===== config.mk =====
export PLATFORM = sky130hd
export DESIGN_NAME = line_fold_word_wrap
export DESIGN_NICKNAME = d
export VERILOG_FILES = /design/src/rtl/core/lfw_pkg.sv /design/src/rtl/core/lfw_ram.sv /design/src/rtl/core/lfw_out.sv /design/src/rtl/core/lfw_ctrl.sv /design/src/rtl/core/line_fold_word_wrap.sv
export VERILOG_INCLUDE_DIRS = /design/src /design/src/rtl/core
export SDC_FILE = /design/constraint.sdc
export NUM_CORES = 1
export LEC_CHECK = 0
export BUFFER_PORTS_ARGS = -buffer_cell sky130_fd_sc_hd__buf_2
export CORE_MARGIN = 2
export CORE_UTILIZATION = 44
export CTS_CLUSTER_SIZE = 25
export DETAILED_ROUTE_END_ITERATION = 16
export PLACE_DENSITY = 0.59
export SETUP_SLACK_MARGIN = 0.3
export SYNTH_ARGS = -nofsm -noshare
export SYNTH_HDL_FRONTEND = slang
export SYNTH_SLANG_ARGS = --single-unit

===== constraint.sdc =====
create_clock -name i_clk -period 8.2 [get_ports i_clk]
set_input_delay 0.41 -clock i_clk [delete_from_list [all_inputs] [get_ports i_clk]]
set_output_delay 0.41 -clock i_clk [all_outputs]
set_load 0.03 [all_outputs]

===== src/rtl/core/line_fold_word_wrap_macros.svh =====
// Assertion helpers for the line folding block.
// LFW_ASSERT_IMPL:  same-cycle implication.
// LFW_ASSERT_NEXT:  implication checked in the next cycle.
`ifndef LINE_FOLD_WORD_WRAP_MACROS_SVH
`define LINE_FOLD_WORD_WRAP_MACROS_SVH

`ifndef SYNTHESIS
`define LFW_ASSERT_IMPL(label, clk, rst_n, ante, cons) \
    label: assert property (@(posedge clk) disable iff (!rst_n) (ante) |-> (cons)) \
        else $error("line fold check failed");
`define LFW_ASSERT_NEXT(label, clk, rst_n, ante, cons) \
    label: assert property (@(posedge clk) disable iff (!rst_n) (ante) |=> (cons)) \
        else $error("line fold check failed");
`else
`define LFW_ASSERT_IMPL(label, clk, rst_n, ante, cons)
`define LFW_ASSERT_NEXT(label, clk, rst_n, ante, cons)
`endif

`endif


===== src/rtl/core/lfw_pkg.sv =====
`timescale 1ns / 1ps

package lfw_pkg;

    // Line geometry
    localparam int LINE_WIDTH = 10;
    localparam int TAB_STOP   = 8;

    localparam int ADDR_W = $clog2(LINE_WIDTH);
    localparam int CNT_W  = $clog2(LINE_WIDTH + 1);
    localparam int CHAR_W = 8;

    // Character codes
    localparam logic [CHAR_W-1:0] CH_TAB   = 8'd9;
    localparam logic [CHAR_W-1:0] CH_NL    = 8'd10;
    localparam logic [CHAR_W-1:0] CH_BLANK = 8'd32;

    localparam logic [ADDR_W-1:0] LAST_ADDR = ADDR_W'(LINE_WIDTH - 1);
    localparam logic [CNT_W-1:0]  FULL_CNT  = CNT_W'(LINE_WIDTH);

    // Bit i set when column i sits on a tab stop
    function automatic logic [LINE_WIDTH:0] f_tab_mask();
        logic [LINE_WIDTH:0] m;
        m = '0;
        for (int i = 0; i <= LINE_WIDTH; i++) begin
            m[i] = ((i % TAB_STOP) == 0);
        end
        return m;
    endfunction

    localparam logic [LINE_WIDTH:0] TAB_MASK = f_tab_mask();

    // Line store write port
    typedef struct packed {
        logic              we;
        logic [ADDR_W-1:0] addr;
        logic [CHAR_W-1:0] data;
    } t_ram_wr;

    // One character handed to the output stage
    typedef struct packed {
        logic              valid;
        logic [CHAR_W-1:0] data;
        logic              last;
    } t_emit;

endpackage


===== src/rtl/core/lfw_ram.sv =====
`timescale 1ns / 1ps

// Simple dual-port RAM, registered read, write data forwarded on address match
module lfw_ram #(
    parameter int WIDTH = 8,
    parameter int DEPTH = 16,
    parameter int AW    = (DEPTH > 1) ? $clog2(DEPTH) : 1
) (
    input  logic             i_clk,
    input  logic             i_we,
    input  logic [AW-1:0]    i_waddr,
    input  logic [WIDTH-1:0] i_wdata,
    input  logic [AW-1:0]    i_raddr,
    output logic [WIDTH-1:0] o_rdata
);

    logic [WIDTH-1:0] r_mem [DEPTH];
    logic [WIDTH-1:0] r_rdata;

    always_ff @(posedge i_clk) begin
        if (i_we) begin
            r_mem[i_waddr] <= i_wdata;
        end
        if (i_we && (i_waddr == i_raddr)) begin
            r_rdata <= i_wdata;
        end else begin
            r_rdata <= r_mem[i_raddr];
        end
    end

    assign o_rdata = r_rdata;

endmodule


===== src/rtl/core/lfw_out.sv =====
`timescale 1ns / 1ps

// Output register: holds one item until the sink takes it
module lfw_out
    import lfw_pkg::*;
(
    input  logic              i_clk,
    input  logic              i_rst_n,
    input  t_emit             i_emit,
    output logic              o_free,
    output logic              o_tvalid,
    input  logic              i_tready,
    output logic [CHAR_W-1:0] o_tdata,
    output logic              o_tlast
);

    logic              r_valid;
    logic [CHAR_W-1:0] r_data;
    logic              r_last;

    assign o_free = !r_valid || i_tready;

    // Valid flag
    always_ff @(posedge i_clk) begin
        if (!i_rst_n) begin
            r_valid <= 1'b0;
        end else if (o_free) begin
            r_valid <= i_emit.valid;
        end
    end

    // Payload
    always_ff @(posedge i_clk) begin
        if (o_free && i_emit.valid) begin
            r_data <= i_emit.data;
            r_last <= i_emit.last;
        end
    end

    assign o_tvalid = r_valid;
    assign o_tdata  = r_data;
    assign o_tlast  = r_last;

endmodule


===== src/rtl/core/lfw_ctrl.sv =====
`timescale 1ns / 1ps
`include "line_fold_word_wrap_macros.svh"

// Sequencer: tab fill, blank search, line emit and remainder shift, all
// through the single read and write port of the line store
module lfw_ctrl
    import lfw_pkg::*;
(
    input  logic              i_clk,
    input  logic              i_rst_n,
    input  logic              i_valid,
    output logic              o_ready,
    input  logic [CHAR_W-1:0] i_char,
    output t_ram_wr           o_ram,
    output logic [ADDR_W-1:0] o_raddr,
    input  logic [CHAR_W-1:0] i_rdata,
    output t_emit             o_emit,
    input  logic              i_emit_free
);

    localparam logic [2:0] S_IDLE  = 3'd0;
    localparam logic [2:0] S_TAB   = 3'd1;
    localparam logic [2:0] S_SRCH  = 3'd2;
    localparam logic [2:0] S_EMIT  = 3'd3;
    localparam logic [2:0] S_SHIFT = 3'd4;

    logic [2:0]        r_state, n_state;
    logic [CNT_W-1:0]  r_fill,  n_fill;
    logic [ADDR_W-1:0] r_rd,    n_rd;     // store read pointer
    logic [ADDR_W-1:0] r_wp,    n_wp;     // store write pointer
    logic [CNT_W-1:0]  r_cnt,   n_cnt;    // columns to emit
    logic [CNT_W-1:0]  r_pos,   n_pos;    // columns emitted so far
    logic              r_shift, n_shift;  // remainder to move after emit

    logic             accept;
    logic [CNT_W-1:0] tab_next;
    logic [CNT_W-1:0] cut;

    assign o_ready  = (r_state == S_IDLE);
    assign accept   = i_valid && o_ready;
    assign tab_next = CNT_W'(r_wp) + CNT_W'(1);
    assign cut      = CNT_W'(r_rd) + CNT_W'(1);
    // read data always shows the entry at r_rd
    assign o_raddr  = n_rd;

    // Next state and datapath control
    always_comb begin
        n_state = r_state;
        n_fill  = r_fill;
        n_rd    = r_rd;
        n_wp    = r_wp;
        n_cnt   = r_cnt;
        n_pos   = r_pos;
        n_shift = r_shift;
        o_ram   = '0;
        o_emit  = '0;

        case (r_state)
            S_IDLE: begin
                if (accept) begin
                    case (i_char)
                        CH_TAB: begin
                            n_wp    = r_fill[ADDR_W-1:0];
                            n_state = S_TAB;
                        end
                        CH_NL: begin
                            if (r_fill != '0) begin
                                n_rd    = '0;
                                n_pos   = '0;
                                n_cnt   = r_fill;
                                n_shift = 1'b0;
                                n_state = S_EMIT;
                            end
                        end
                        default: begin
                            o_ram.we   = 1'b1;
                            o_ram.addr = r_fill[ADDR_W-1:0];
                            o_ram.data = i_char;
                            if (r_fill == FULL_CNT - CNT_W'(1)) begin
                                n_rd    = LAST_ADDR;
                                n_state = S_SRCH;
                            end else begin
                                n_fill = r_fill + CNT_W'(1);
                            end
                        end
                    endcase
                end
            end

            // one blank per cycle up to the next tab stop or the line end
            S_TAB: begin
                o_ram.we   = 1'b1;
                o_ram.addr = r_wp;
                o_ram.data = CH_BLANK;
                if (tab_next == FULL_CNT) begin
                    n_rd    = '0;
                    n_pos   = '0;
                    n_cnt   = FULL_CNT;
                    n_shift = 1'b0;
                    n_state = S_EMIT;
                end else if (TAB_MASK[tab_next]) begin
                    n_fill  = tab_next;
                    n_state = S_IDLE;
                end else begin
                    n_wp = r_wp + ADDR_W'(1);
                end
            end

            // walk back from the last column looking for a blank
            S_SRCH: begin
                if (r_rd != '0 && i_rdata == CH_BLANK) begin
                    n_cnt   = cut;
                    n_shift = (cut != FULL_CNT);
                    n_rd    = '0;
                    n_pos   = '0;
                    n_state = S_EMIT;
                end else if (r_rd == '0) begin
                    n_cnt   = FULL_CNT;
                    n_shift = 1'b0;
                    n_pos   = '0;
                    n_state = S_EMIT;
                end else begin
                    n_rd = r_rd - ADDR_W'(1);
                end
            end

            // stored columns, then the newline
            S_EMIT: begin
                if (i_emit_free) begin
                    o_emit.valid = 1'b1;
                    if (r_pos != r_cnt) begin
                        o_emit.data = i_rdata;
                        o_emit.last = 1'b0;
                        n_pos       = r_pos + CNT_W'(1);
                        if (r_rd != LAST_ADDR) begin
                            n_rd = r_rd + ADDR_W'(1);
                        end
                    end else begin
                        o_emit.data = CH_NL;
                        o_emit.last = 1'b1;
                        if (r_shift) begin
                            // r_rd already sits at the cut column
                            n_wp    = '0;
                            n_state = S_SHIFT;
                        end else begin
                            n_fill  = '0;
                            n_state = S_IDLE;
                        end
                    end
                end
            end

            // move the tail of the line to the front
            S_SHIFT: begin
                o_ram.we   = 1'b1;
                o_ram.addr = r_wp;
                o_ram.data = i_rdata;
                if (r_rd == LAST_ADDR) begin
                    n_fill  = CNT_W'(r_wp) + CNT_W'(1);
                    n_state = S_IDLE;
                end else begin
                    n_rd = r_rd + ADDR_W'(1);
                    n_wp = r_wp + ADDR_W'(1);
                end
            end

            default: begin
                n_state = S_IDLE;
            end
        endcase
    end

    // Control registers
    always_ff @(posedge i_clk) begin
        if (!i_rst_n) begin
            r_state <= S_IDLE;
            r_fill  <= '0;
        end else begin
            r_state <= n_state;
            r_fill  <= n_fill;
        end
    end

    // Pointers and counts
    always_ff @(posedge i_clk) begin
        r_rd    <= n_rd;
        r_wp    <= n_wp;
        r_cnt   <= n_cnt;
        r_pos   <= n_pos;
        r_shift <= n_shift;
    end

    `LFW_ASSERT_IMPL(a_fill_range, i_clk, i_rst_n, 1'b1, r_fill < FULL_CNT)
    `LFW_ASSERT_IMPL(a_emit_count, i_clk, i_rst_n, r_state == S_EMIT, (r_cnt != '0) && (r_pos <= r_cnt) && (r_cnt <= FULL_CNT))
    `LFW_ASSERT_IMPL(a_shift_order, i_clk, i_rst_n, r_state == S_SHIFT, r_wp < r_rd)
    `LFW_ASSERT_NEXT(a_no_blank, i_clk, i_rst_n, r_state == S_SRCH && r_rd == '0, r_state == S_EMIT && r_cnt == FULL_CNT && !r_shift)

endmodule


===== src/rtl/core/line_fold_word_wrap.sv =====
`timescale 1ns / 1ps

// Folds a character stream into lines of at most LINE_WIDTH columns, one
// character per input item. Tabs expand to blanks up to the next TAB_STOP
// column; a newline flushes the stored line plus a newline (nothing when the
// line is empty); a full line is cut after its last blank (column 1 or later)
// or emitted whole, and o_m_axis_tlast marks the final item caused by each
// input. Text still held at end of input is not flushed. One input is worked
// on at a time and every step goes through the single read and write port of
// the line store: a plain character is written in place, a tab writes blanks
// up to the next tab stop (and emits the full line when it reaches the line
// end), a newline emits the stored columns and the newline, and a character
// that fills the line runs the blank search, emits the line up to the cut and
// shifts any remainder to the front. Output backpressure stalls the emit
// steps. A finished item waits in the output register while the next input
// is accepted.
module line_fold_word_wrap
    import lfw_pkg::*;
(
    input  logic              i_clk,
    input  logic              i_rst_n,
    input  logic              i_s_axis_tvalid,
    output logic              o_s_axis_tready,
    input  logic [CHAR_W-1:0] i_s_axis_tdata,   // [7:0] in_char
    output logic              o_m_axis_tvalid,
    input  logic              i_m_axis_tready,
    output logic [CHAR_W-1:0] o_m_axis_tdata,   // [7:0] out_char
    output logic              o_m_axis_tlast    // last_of_run
);

    t_ram_wr           ram_wr;
    logic [ADDR_W-1:0] ram_raddr;
    logic [CHAR_W-1:0] ram_rdata;
    t_emit             emit;
    logic              emit_free;

    // Sequencer
    lfw_ctrl u_ctrl (
        .i_clk       (i_clk),
        .i_rst_n     (i_rst_n),
        .i_valid     (i_s_axis_tvalid),
        .o_ready     (o_s_axis_tready),
        .i_char      (i_s_axis_tdata),
        .o_ram       (ram_wr),
        .o_raddr     (ram_raddr),
        .i_rdata     (ram_rdata),
        .o_emit      (emit),
        .i_emit_free (emit_free)
    );

    // Line store
    lfw_ram #(
        .WIDTH (CHAR_W),
        .DEPTH (LINE_WIDTH),
        .AW    (ADDR_W)
    ) u_line_store (
        .i_clk   (i_clk),
        .i_we    (ram_wr.we),
        .i_waddr (ram_wr.addr),
        .i_wdata (ram_wr.data),
        .i_raddr (ram_raddr),
        .o_rdata (ram_rdata)
    );

    // Output register
    lfw_out u_out (
        .i_clk    (i_clk),
        .i_rst_n  (i_rst_n),
        .i_emit   (emit),
        .o_free   (emit_free),
        .o_tvalid (o_m_axis_tvalid),
        .i_tready (i_m_axis_tready),
        .o_tdata  (o_m_axis_tdata),
        .o_tlast  (o_m_axis_tlast)
    );

endmodule

# Word level (Yosys, flattened, before mapping)
# Memory sizes are Yosys's and may differ from the RTL's. A register that Yosys moved wholly into a read port is not among the register bits.
# Cells that the tools add are included.
op_classes:
  n_addsub: 5
  order_cmp: 1
  n_eq_ne: 34
  mux: 76
  reduce_logical: 20
ops:
  columns: ["op", "count"]
  rows:
  - ["$mux 4", 41]
  - ["$pmux 4 s4", 3]
  - ["$pmux 13 s3", 1]
  - ["$mux 3", 11]
  - ["$mux 13", 2]
  - ["$ne 2x2->1 const B", 11]
  - ["$mux 10", 2]
  - ["$pmux 4 s5", 1]
  - ["$add 4x1->4 const B", 4]
  - ["$eq 8x4->1 const B", 2]
  - ["$reduce_and 8->1", 2]
  - ["$reduce_bool 4->1", 4]
  - ["$pmux 3 s5", 1]
  - ["$eq 4x4->1 const B", 3]
  - ["$ne 2x1->1 const B", 6]
  - ["$ne 4x4->1 const B", 3]
  - ["$pmux 4 s3", 1]
  - ["$reduce_and 10->1", 1]
  - ["$mux 1", 9]
  - ["$mux 9", 1]
  - ["$reduce_and 9->1", 1]
  - ["$eq 8x6->1 const B", 1]
  - ["$pmux 4 s2", 1]
  - ["$eq 3x2->1 const B", 2]
  - ["19 further kinds", 22]
word_totals:
  regBits: 34
  ramBits: 80
  rom_bits: 16
  input_bits: 12
  output_inout_bits: 11
  wordCells: 149
  n_memories: 2
memory_table:
  columns: ["name", "depth", "word_bits", "rd", "rd_clocked_by_memory_dff", "write_ports", "line", "text"]
  rows:
  - ["u_line_store.r_mem", 10, 8, 1, 1, 1, "lfw_ram.sv:17", "logic [WIDTH-1:0] r_mem [DEPTH];"]
  - ["(no name shown)", 16, 1, 1, 0, 0, "lfw_ctrl.sv:101", "end else if (TAB_MASK[tab_next]) begin"]

# Depth between registers and ports, before layout
# Gate-level depths: netlist of run 1.
depth:
  word_depth: 7
  ltp_mapped: 11
  depth_no_buf: 8

# Cells and area by module
# A second synthesis of run 1 with hierarchy kept.
unflattened:
  cells_unflattened: 458
  hier_area_um2: 5808.1
modules_own_cells:
  columns: ["module", "instances", "cells_per_inst", "area_per_inst_um2", "seq_area_each_um2"]
  rows:
  - ["lfw_ram", 1, 185, 3321.9, 2482.4]
  - ["lfw_ctrl", 1, 259, 2158.3, 610.6]
  - ["lfw_out", 1, 14, 327.8, 290.3]

# Worst setup path after synthesis of run 1
# No wires, ideal clock.
synth_timing:
  kind: "register to register"
  startpoint: "register u_ctrl.r_state[0]"
  endpoint: "memory u_line_store.r_mem[8][0] (enable)"
  setup_ns: 0.383
  arrival_time_ns: 2.359
  path_slack_ns: 5.458
  path_stages_with_launch: 9
  n_path_buf: 2
  period_less_slack_ns: 2.742
  cell_sequence: "dfxtp_1 > clkbuf_1 > or3_1 > inv_1 > and3_1 > clkbuf_1 > a31oi_1 > a21o_1 > nor3_1"
synth_via:
  elab_chain_cells: 6
  elab_cells_between_ends: 8
  classes_between: "eq/ne: 2; mux: 4; reduce/logical: 2"
synth_rtl:
  columns: ["element", "line", "text"]
  rows:
  - ["from (decl)", "lfw_ctrl.sv:27", "logic [2:0] r_state, n_state;"]
  - ["from (signal assigned)", "lfw_ctrl.sv:179", "r_state <= n_state;"]
  - ["$logic_not 3->1 *", "lfw_ctrl.sv:39", "assign o_ready = (r_state == S_IDLE);"]
  - ["named net o_s_axis_tready", "line_fold_word_wrap.sv:23", "output logic o_s_axis_tready,"]
  - ["$logic_and 1x1->1", "lfw_ctrl.sv:40", "assign accept = i_valid && o_ready;"]
  - ["$mux 13", "lfw_ctrl.sv:60", "if (accept) begin"]
  - ["$pmux 13 s3 *", "lfw_ctrl.sv:58", "case (r_state)"]
  - ["$mux 1", "lfw_ram.sv:21", "if (i_we) begin"]
  - ["$mux 1 (implied by the code)", "lfw_ram.sv:22", "r_mem[i_waddr] <= i_wdata;"]
  - ["to (decl)", "lfw_ram.sv:17", null]
# The timed path passes the listed nets; every way through them passes the cells marked *.

# Worst setup path after layout of run 1
layout_timing:
  startpoint: "register u_ctrl.r_state[1]"
  endpoint: "memory u_line_store.r_mem[8][0] (enable)"
layout_via:
  elab_chain_cells: 6
  elab_cells_between_ends: 8
  classes_between: "eq/ne: 2; mux: 4; reduce/logical: 2"
layout_rtl:
  columns: ["element", "line"]
  rows:
  - ["$logic_not 3->1", "lfw_ctrl.sv:39, lfw_ctrl.sv:58"]
  - ["$logic_and 1x1->1", "lfw_ctrl.sv:40"]
  - ["$mux 13", "lfw_ctrl.sv:60"]
  - ["$pmux 13 s3 *", "lfw_ctrl.sv:58"]
  - ["$mux 1", "lfw_ram.sv:21"]
  - ["$mux 1 (implied by the code)", "lfw_ram.sv:22"]
# Mark *: on every way between the ends. The rest lies on a longest branch, timed or not.

==> results of run 1 <==
-- cell usage after synthesis, drive strengths merged, types with 7 or more instances --
library cell and n:
a21o 7, a21oi 17, a22o 7, buf 10, clkbuf 14, dfxtp 8
edfxtp 106, ha 11, inv 12, mux2 12, mux2i 15, mux4 8
nand2 37, nand3 7, nor2 39, o21ai 20, o22ai 9, xnor2 8
-- path summary, 6_finish.rpt --
kind	endpoint	slack (ps)	from	cells after the start
setup reg to reg	u_line_store.r_mem[8][0]	4890	u_ctrl.r_state[1]	6
hold / removal	u_ctrl.r_fill[2]	340	i_rst_n	3
setup / recovery	u_line_store.r_mem[8][0]	4890	u_ctrl.r_state[1]	6
hold reg to reg	u_out.o_tvalid	580	u_out.o_tvalid	2
-- per-layer routing --
metal  track usage (%)  wire (um)
met5                 0          0
met4              8.28        299
met3              4.07        779
met2              26.7       5580
met1              28.1       5990
-- area by class of cell --
type                       instances  share of cell area (%)
timing repair buffer              24                    1.92
clock buffer                      17                    6.54
multi-input combinational        302                    33.7
sequential                       114                    51.4
clock inverter                    15                    2.46
inverter                          12                   0.693
tap                              172                    3.31
-- cell families after synthesis --
logic type / count (synthesis) / synth area share, %
AOI/OAI and AO/OA: 105 / 13.0
adders and majority gates: 11 / 2.41
and+or+nand+nor: 140 / 12.8
DFF: 114 / 58.6
buffers and inverters: 36 / 3.05
xor gates and xnor gates: 11 / 1.69
muxes: 35 / 8.48
-- sequential cells by signal, summed over array words and instances (netlist names) --
| signal | cells |
|---|---|
| u_line_store.r_mem | 80 |
| u_out.o_tdata | 8 |
| u_ctrl.r_cnt | 4 |
| u_ctrl.r_fill | 4 |
| u_ctrl.r_pos | 4 |
| u_ctrl.r_rd | 4 |
| u_ctrl.r_wp | 4 |
| u_ctrl.r_state | 3 |
| u_ctrl.r_shift | 1 |
| u_out.o_tlast | 1 |
| u_out.o_tvalid | 1 |
-- metrics by stage --
| stage | setup slack, ps | instance area, sq um |
|---|---|---|
| 5_1_grt | 4660 | 6500 |
| 4_1_cts | 4840 | 6500 |
| 2_1_floorplan | 5460 | 5710 |
| 6_report | 4890 | 6500 |
| 3_3_place_gp | 4790 | 5920 |
| 3_5_place_dp | 4710 | 5920 |
-- power breakdown --
group	internal, mW	switching, mW	total (mW)
clock network	0.449	0.268	0.717
logic	0.0127	0.0261	0.0388
registers	0.642	0.00418	0.647
-- worst register-to-register path: stages (launching register included) --
cell	delay [ps]
dfxtp_1	480
or3_1	490
inv_1	140
and3_1	570
a31oi_1	170
a21o_1	190
nor3_1	880
==> qor.csv, run 1 <==
stage,metric,value,unit
layout,drive_above_1_share,16.7,%
logic_synthesis,synth_area,0.00571,sq mm
logic_synthesis,async_flop_share,0,%
layout,finish.utilization,51.5,%
setup_path,critical_path_class,flip-flop to flip-flop,
global_route,grt_max_degree,30,
floorplan,rows,41,
setup_path,worstPathMaxFanout,18,
layout,final_cells,656,
logic_synthesis,post_synth.cell_area_avg,12.6,sq um
global_route,grt_overflow,0,
logic_synthesis,synth_edf_count,106,
clock_network,cts.clk_slew.worst_paths,50,ps
clock_network,cts_tree,done,
routing,wirelength,12600,um
place,gp_congestion,0.914,
routing,firstDrtPassIters,6,
setup_path,cp_slowest_cell,nor3_1,
power,peakVddDrop,0.000128,V
floorplan,core-area,0.0126,sq mm
run_status,status,completed,
layout,seqCellArea,0.00334,sq mm
clock_network,post_cts_resize_count,0,
logic_synthesis,synth.area.top_cells,"edfxtp_1 (56%), dfxtp_1 (2.8%), mux2i_1 (2.6%)",
setup_path,worstPathRequired,8220,ps
timing,max_freq,0.302,GHz
clock_network,post_cts_hold_buffer_count,0,
timing,layout_min_cycle_time,3310,ps
power,power_density,216,mW/mm^2
floorplan,die_area,0.0139,sq mm
clock_network,clock_latency,410,ps
setup_path,path_buf_inv,1,
logic_synthesis,synth_cells,452,
floorplan,pin_count,23,
setup_path,crit_chain,or3_1 -> inv_1 -> and3_1 -> a31oi_1 -> a21o_1 -> nor3_1,
global_route,grt_pass1_wl,20000,um
timing,rsz0062_at_grt,no,
routing,drc,0,
floorplan,die_y,118,um
timing,hold_viol,0,
timing,skew,6.85,ps
clock_network,clk_path_buf_depth,2,
timing,worst_pin_slew,1230,ps
global_route,antenna_found_initial,0,
routing,vias,3856,
setup_path,startpoint_type,flip-flop,
floorplan,dieWidth,118,um
flow_run,maxCapViolCount,0,
timing,slew_headroom,17.4,%
timing,report.final.slew_viol_count,0,
timing,setup_violations,0,
global_route,grt_pass1_vias,3543,
logic_synthesis,ys_types,67,
global_route,grt_usage,19.0,%
layout,mostFrequentLayoutCell,edfxtp_1,
setup_path,cp-end-kind,flip-flop,
clock_network,cts_setup_buffers,0,
power,power.total,1.40,mW
power,p_leak,2.26,nW
logic_synthesis,synth_nets,475,
setup_path,crit_arrival,3330,ps
routing,wl_per_cell,19.3,um
floorplan,start_util,45.2,%
setup_path,max_stage_delay,880,ps
clock_network,cts-buffers-inserted,17,
layout,diodes,0,
timing,finalCritPeriodShare,40.4,%
layout,layout_common_cells,"edfxtp_1 (106), nor2_1 (39), nand2_1 (37), buf_2 (22), o21ai_0 (20)",
layout,nFillCells,1092,
routing,ant_nets,0,
timing,tns,0,ps
logic_synthesis,netlist.area_leader.share,55.8,%
layout,multi_input_area,0.00219,sq mm
place,dp_cells,624,
clock_network,cts.sinks,114,
setup_path,path_delay_family,simple AND/OR/NAND/NOR gates,
hold_path,worstHoldPathType,input pin to flip-flop,
logic_synthesis,yosysWarnings,0,
place,hpwl,8850,um
routing,vias_per_cell,5.88,
clock_network,cts_max_level,4,
clock_network,cts_root_buf,clkbuf_16,
layout,syn2layout_area_growth,14.0,%
logic_synthesis,ys_seq_area_share,58.6,%
place,place.port_buffers,22,
layout,layout.nets,494,
logic_synthesis,yosysTopAreaCell,edfxtp_1,
routing,drt_iter0_drc,470,
logic_synthesis,synthFlopType,edfxtp_1,
logic_synthesis,ys_ff_latch,114,
timing,whs,336,ps
(Power assumes the default switching activity.)
==> inputs of run 2 (changes only) <==
--- a/config.mk
+++ b/config.mk
@@ -11,7 +11,7 @@
 export CORE_UTILIZATION = 44
 export CTS_CLUSTER_SIZE = 25
 export DETAILED_ROUTE_END_ITERATION = 16
-export PLACE_DENSITY = 0.59
+export PLACE_DENSITY = 0.61
 export SETUP_SLACK_MARGIN = 0.3
 export SYNTH_ARGS = -nofsm -noshare
 export SYNTH_HDL_FRONTEND = slang
==> constraint.sdc (replaced) <==
create_clock -name i_clk -period 2.84 [get_ports i_clk]
set_input_delay 0.142 -clock i_clk [delete_from_list [all_inputs] [get_ports i_clk]]
set_output_delay 0.142 -clock i_clk [all_outputs]
set_load 0.03 [all_outputs]
==> qor.csv, run 2 (synthesis results as in run 1) <==
stage,metric,value,unit,change
floorplan,die_y,118,um,unchanged
layout,largest_reg_flops,80,,unchanged
timing,max_freq,0.386,GHz,+28%
timing,layout_min_cycle_time,2590,ps,-723 ps
layout,regMostFlops,u_line_store.r_mem,,
run_status,status,completed,,
global_route,grt_usage,20.5,%,+1.6 points
power,p_leak,2.61,nW,+15%
routing,firstDrtPassIters,5,,-1
setup_path,crit_chain,buf_4 -> mux2_2 -> a222oi_1 -> and3_1 -> and4b_2 -> buf_12 -> nand4_4 -> o32a_1,,
place,place_area,0.00632,sq mm,+6.7%
timing,slew_headroom,57.1,%,+40 points
setup_path,crit_arrival,2750,ps,-580 ps
setup_path,path_buf_inv,2,,+1
routing,top_layer,met4,,
setup_path,max_stage_delay,430,ps,-450 ps
timing,setup_violations,0,,unchanged
floorplan,rows,41,,unchanged
setup_path,path_delay_family,compound AO/OA/AOI/OAI gates,,
clock_network,cts_max_level,4,,unchanged
hold_path,worstHoldPathType,input pin to flip-flop,,
global_route,antenna_found_initial,0,,unchanged
clock_network,cts.clk_slew.worst_paths,60,ps,about the same
clock_network,cts_root_buf,clkbuf_16,,
flow_run,maxCapViolCount,0,,unchanged
routing,ant_nets,0,,unchanged
routing,vias,4083,,+5.9%
routing,wirelength,13800,um,+9.0%
setup_path,cp-end-kind,flip-flop,,
routing,wl_met1,6260,um,+4.6%
routing,drc,0,,unchanged
global_route,grt_overflow,0,,unchanged
layout,nFillCells,1021,,-6.5%
global_route,grt_max_degree,21,,-30%
layout,final_area,0.00716,sq mm,+10%
clock_network,clk_path_buf_depth,2,,unchanged
timing,whs,44.2,ps,-291 ps
routing,drt_iter0_drc,429,,-8.7%
power,peakVddDrop,0.000379,V,+200%
floorplan,dieWidth,118,um,unchanged
layout,layout.nets,556,,+13%
place,gp_congestion,0.859,,-6.0%
layout,drive_above_1_share,30.8,%,+14 points
floorplan,start_util,45.2,%,unchanged
layout,diodes,0,,unchanged
setup_path,worstPathMaxFanout,4,,-14
place,hpwl,9520,um,+7.6%
clock_network,cts_tree,done,,
routing,vias_per_cell,5.69,,-3.3%
clock_network,cts-buffers-inserted,17,,unchanged
floorplan,core-area,0.0126,sq mm,unchanged
timing,tns,0,ps,unchanged
clock_network,cts.sinks,114,,unchanged
global_route,grt_pass1_vias,3946,,+11%
power,power_density,581,mW/mm^2,+170%
layout,layout_common_cells,"edfxtp_1 (106), buf_4 (58), nand2_1 (37), nor2_1 (30), buf_2 (22)",,
timing,finalCritPeriodShare,91.2,%,+51 points
clock_network,clock_latency,420,ps,about the same
floorplan,pin_count,23,,unchanged
timing,worst_pin_slew,642,ps,-584 ps
layout,finish.utilization,56.8,%,+5.2 points
setup_path,worstPathRequired,3000,ps,-5220 ps
floorplan,die_area,0.0139,sq mm,unchanged
place,place.port_buffers,22,,unchanged
routing,dr_wl_met3,824,um,+5.8%
timing,report.final.slew_viol_count,0,,unchanged
setup_path,cp_slowest_cell,edfxtp_1,,
power,power.total,4.16,mW,+200%
timing,rsz0062_at_grt,yes,,
timing,skew,7.98,ps,+1.13 ps
layout,syn2layout_area_growth,25.5,%,
global_route,grt_pass1_wl,21800,um,+8.7%
routing,wl_per_cell,19.2,um,-0.45%
setup_path,reg2reg_slack,250,ps,-4640 ps
layout,mostFrequentLayoutCell,edfxtp_1,,
routing,wl_met2,6460,um,+16%
setup_path,critical_path_class,flip-flop to flip-flop,,
timing,hold_viol,0,,unchanged
setup_path,startpoint_type,flip-flop,,
## run 2: changes by cell type in the layout (fill, tap and decap cells not counted), sizes merged
cell / before / now
clkbuf: 17 / 18
clkinv: 8 / 3
inv: 14 / 20
clkinvlp: 3 / 1
buf: 24 / 85
nand4: 4 / 5
## run 2: worst paths after layout
kind	start	to	cells after the start
worst max-delay path	u_ctrl.r_rd[1]	u_ctrl.r_cnt[1]	8
worst min-delay path	i_rst_n	u_ctrl.r_fill[2]	3
worst max register to register	u_ctrl.r_rd[1]	u_ctrl.r_cnt[1]	8
worst min register to register	u_out.o_tvalid	u_out.o_tvalid	2
## run 2: cell type report
cell class / instances / area (sq um) / share of cell area (%)
clock buffers: 18 / 429 / 5.99
clock inverters: 14 / 169 / 2.36
inverters: 12 / 45.0 / 0.629
multi-input cells: 303 / 2340 / 32.7
flip-flops and latches: 114 / 3340 / 46.7
well taps: 172 / 215 / 3.00
repair buffers: 85 / 619 / 8.65
## run 2: stage by stage
step	worst slack (ps)	cells
2_1_floorplan	198	452
3_3_place_gp	139	670
3_5_place_dp	60.7	670
4_1_cts	306	712
5_1_grt	203	718
6_report	251	718
## run 2: timing repair
item	4_1_cts	5_1_grt
pin swaps	3	6
buffers inserted	9	6
hold buffers	0	0
gates resized for setup	10	19
gates cloned	1	0
setup endpoints to repair	30	60
## run 2: worst reg2reg max path: stages, from the launching register on
cell,delay [ps]
edfxtp_1,430
buf_4,140
mux2_2,320
a222oi_1,360
and3_1,220
and4b_2,290
buf_12,120
nand4_4,120
o32a_1,340
## run 2: power by group
group	switching, mW	internal, mW
logic	0.0874	0.0528
registers	0.00651	1.85
clock network	0.839	1.32
total	0.933	3.23
## run 2: metal layers
layer  global-route usage, %  vias up
li1                        -     1930
met1                    28.5     1989
met2                    31.0      140
met3                    4.75       24
met4                    8.73        0
met5                       0        -
==> inputs of run 3 (changes only) <==
--- a/config.mk
+++ b/config.mk
@@ -7,6 +7,7 @@
 export NUM_CORES = 1
 export LEC_CHECK = 0
 export BUFFER_PORTS_ARGS = -buffer_cell sky130_fd_sc_hd__buf_2
+export CORE_ASPECT_RATIO = 1.2
 export CORE_MARGIN = 2
 export CORE_UTILIZATION = 44
 export CTS_CLUSTER_SIZE = 25
==> qor.csv, run 3 (synthesis results as in run 1) <==
stage,metric,value,unit,change
run_status,status,completed,,
floorplan,pin_count,23,,unchanged
timing,hold_viol,0,,unchanged
routing,wl_per_cell,20.8,um,+8.3%
timing,finalCritPeriodShare,92.3,%,+1.1 points
setup_path,critical_path_class,flip-flop to flip-flop,,
clock_network,cts_root_buf,clkbuf_16,,
layout,mostFrequentLayoutCell,edfxtp_1,,
clock_network,cts_max_level,4,,unchanged
timing,layout_min_cycle_time,2620,ps,+32.5 ps
timing,max_freq,0.381,GHz,-1.2%
global_route,grt_pass1_vias,4114,,+4.3%
global_route,grt_max_degree,17,,-19%
timing,worst_pin_slew,705,ps,+62.4 ps
layout,layout_common_cells,"edfxtp_1 (106), buf_4 (50), nand2_1 (36), nor2_1 (31), buf_2 (22)",,
routing,vias,4120,,+0.91%
floorplan,core-area,0.0127,sq mm,+0.39%
routing,vias_per_cell,5.87,,+3.2%
setup_path,cp-end-kind,flip-flop,,
flow_run,maxCapViolCount,0,,unchanged
layout,syn2layout_area_growth,24.0,%,
timing,setup_violations,0,,unchanged
hold_path,worstHoldPathType,input pin to flip-flop,,
setup_path,startpoint_type,flip-flop,,
layout,regMostFlops,u_line_store.r_mem,,
routing,drc,0,,unchanged
place,hpwl,10500,um,+9.8%
floorplan,start_util,45.0,%,-0.17 points
hold_path,hp-start,i_rst_n,,
layout,multi_input_area,0.00233,sq mm,-0.64%
power,peakVddDrop,0.000401,V,+5.8%
clock_network,cts.clk_slew.worst_paths,60,ps,about the same
clock_network,cts.sinks,114,,unchanged
layout,drive_above_1_share,29.4,%,-1.4 points
timing,report.final.slew_viol_count,0,,unchanged
place,place.port_buffers,22,,unchanged
clock_network,cts-buffers-inserted,17,,unchanged
routing,firstDrtPassIters,5,,unchanged
floorplan,die_y,129,um,+9.2%
global_route,grt_usage,22.2,%,+1.6 points
clock_network,clock_latency,410,ps,about the same
setup_path,worstPathRequired,2990,ps,about the same
layout,seqCellArea,0.00334,sq mm,unchanged
global_route,antenna_found_initial,0,,unchanged
setup_path,r2r-start,u_ctrl.r_rd[0],,
power,p_leak,2.55,nW,-2.1%
setup_path,worstPathMaxFanout,5,,+1
routing,wirelength,14600,um,+5.9%
place,gp_congestion,0.947,,+10%
floorplan,dieWidth,108,um,-8.4%
layout,largest_reg_flops,80,,unchanged
timing,tns,0,ps,unchanged
place,dp_cells,664,,-0.90%
power,power_density,589,mW/mm^2,+1.4%
floorplan,rows,45,,+9.8%
layout,layout.nets,548,,-1.4%
clock_network,cts_tree,done,,
timing,skew,6.82,ps,-1.16 ps
routing,ant_nets,0,,unchanged
floorplan,die_area,0.0139,sq mm,about the same
setup_path,startpoint,u_ctrl.r_rd[0],,
layout,final_cells,702,,-2.2%
layout,nFillCells,1067,,+4.5%
global_route,grt_overflow,0,,unchanged
layout,diodes,0,,unchanged
global_route,grt_pass1_wl,22500,um,+3.3%
timing,slew_headroom,52.7,%,-4.4 points
timing,rsz0062_at_grt,yes,,
routing,drt_iter0_drc,294,,-31%
setup_path,crit_arrival,2770,ps,+20 ps
clock_network,clk_path_buf_depth,2,,unchanged
-- run 3: cell types whose count changed in the layout (fill, tap and decap cells not counted), moves of 2 or more --
cell | before | now
buf_4 | 58 | 50
clkinvlp_4 | 1 | 4
inv_6 | 6 | 4
inv_8 | 2 | 0
o22ai_1 | 6 | 8
o22ai_2 | 3 | 1
-- run 3: worst max-delay path, cell delays in order (launching register included) --
cell and delay [ps]:
edfxtp_1 420, buf_6 140, buf_6 110, mux4_1 530, a22o_1 240, nor2_1 160, and2_4 220, nand4_4 170
buf_6 190, a22o_1 190
-- run 3: cell type report --
type / instances / share of cell area, %
Sequential cell: 114 / 47.2
Inverter: 12 / 0.636
Timing Repair Buffer: 77 / 7.78
Multi-Input combinational cell: 303 / 32.9
Tap cell: 164 / 2.90
Clock inverter: 15 / 2.56
Clock buffer: 17 / 6.01
-- run 3: per-stage QoR --
step | total power [mW] | setup slack, ps | cell area [sq um] | hold WS, ps | utilization, %
6_report | 4.17 | 218 | 7080 | 73.0 | 55.9
5_1_grt | 4.30 | 161 | 7080 | 90.9 | 55.9
4_1_cts | 4.20 | 241 | 7010 | 62.6 | 55.3
3_5_place_dp | 2.03 | 135 | 6310 | 494 | 49.8
3_3_place_gp | 2.03 | 153 | 6310 | 482 | 49.8
2_1_floorplan | 1.97 | 198 | 5750 | 372 | -
-- run 3: what timing repair did --
| action | in CTS | in global routing |
|---|---|---|
| hold buffers | 0 | 0 |
| buffers inserted | 2 | 3 |
| resized for setup | 13 | 15 |
| endpoints found under the setup margin | 45 | 133 |
| pin swaps | 6 | 10 |
| cloned | 1 | 0 |
-- run 3: worst paths after layout --
kind                                         end  slack (ps)  cells after the start
worst max-delay path              u_ctrl.r_rd[1]         220                      9
worst min-delay path            u_ctrl.r_fill[2]          70                      3
worst max register to register    u_ctrl.r_rd[1]         220                      9
worst min register to register  u_ctrl.r_fill[0]         610                      2
-- run 3: where the power goes --
group	total, mW	switching [mW]	internal, mW
clock network	2.17	0.785	1.39
registers	1.87	0.0136	1.85
logic	0.131	0.0807	0.0506
-- run 3: layer usage --
layer | up-vias | wire length (um) | global-route usage [%] | share of wire, %
li1 | 1911 | - | - | -
met1 | 2060 | 5890 | 26.4 | 40
met2 | 127 | 7720 | 38.7 | 53
met3 | 22 | 600 | 4.10 | 4.1
met4 | 0 | 378 | 10.4 | 2.6
met5 | - | 0 | 0 | 0
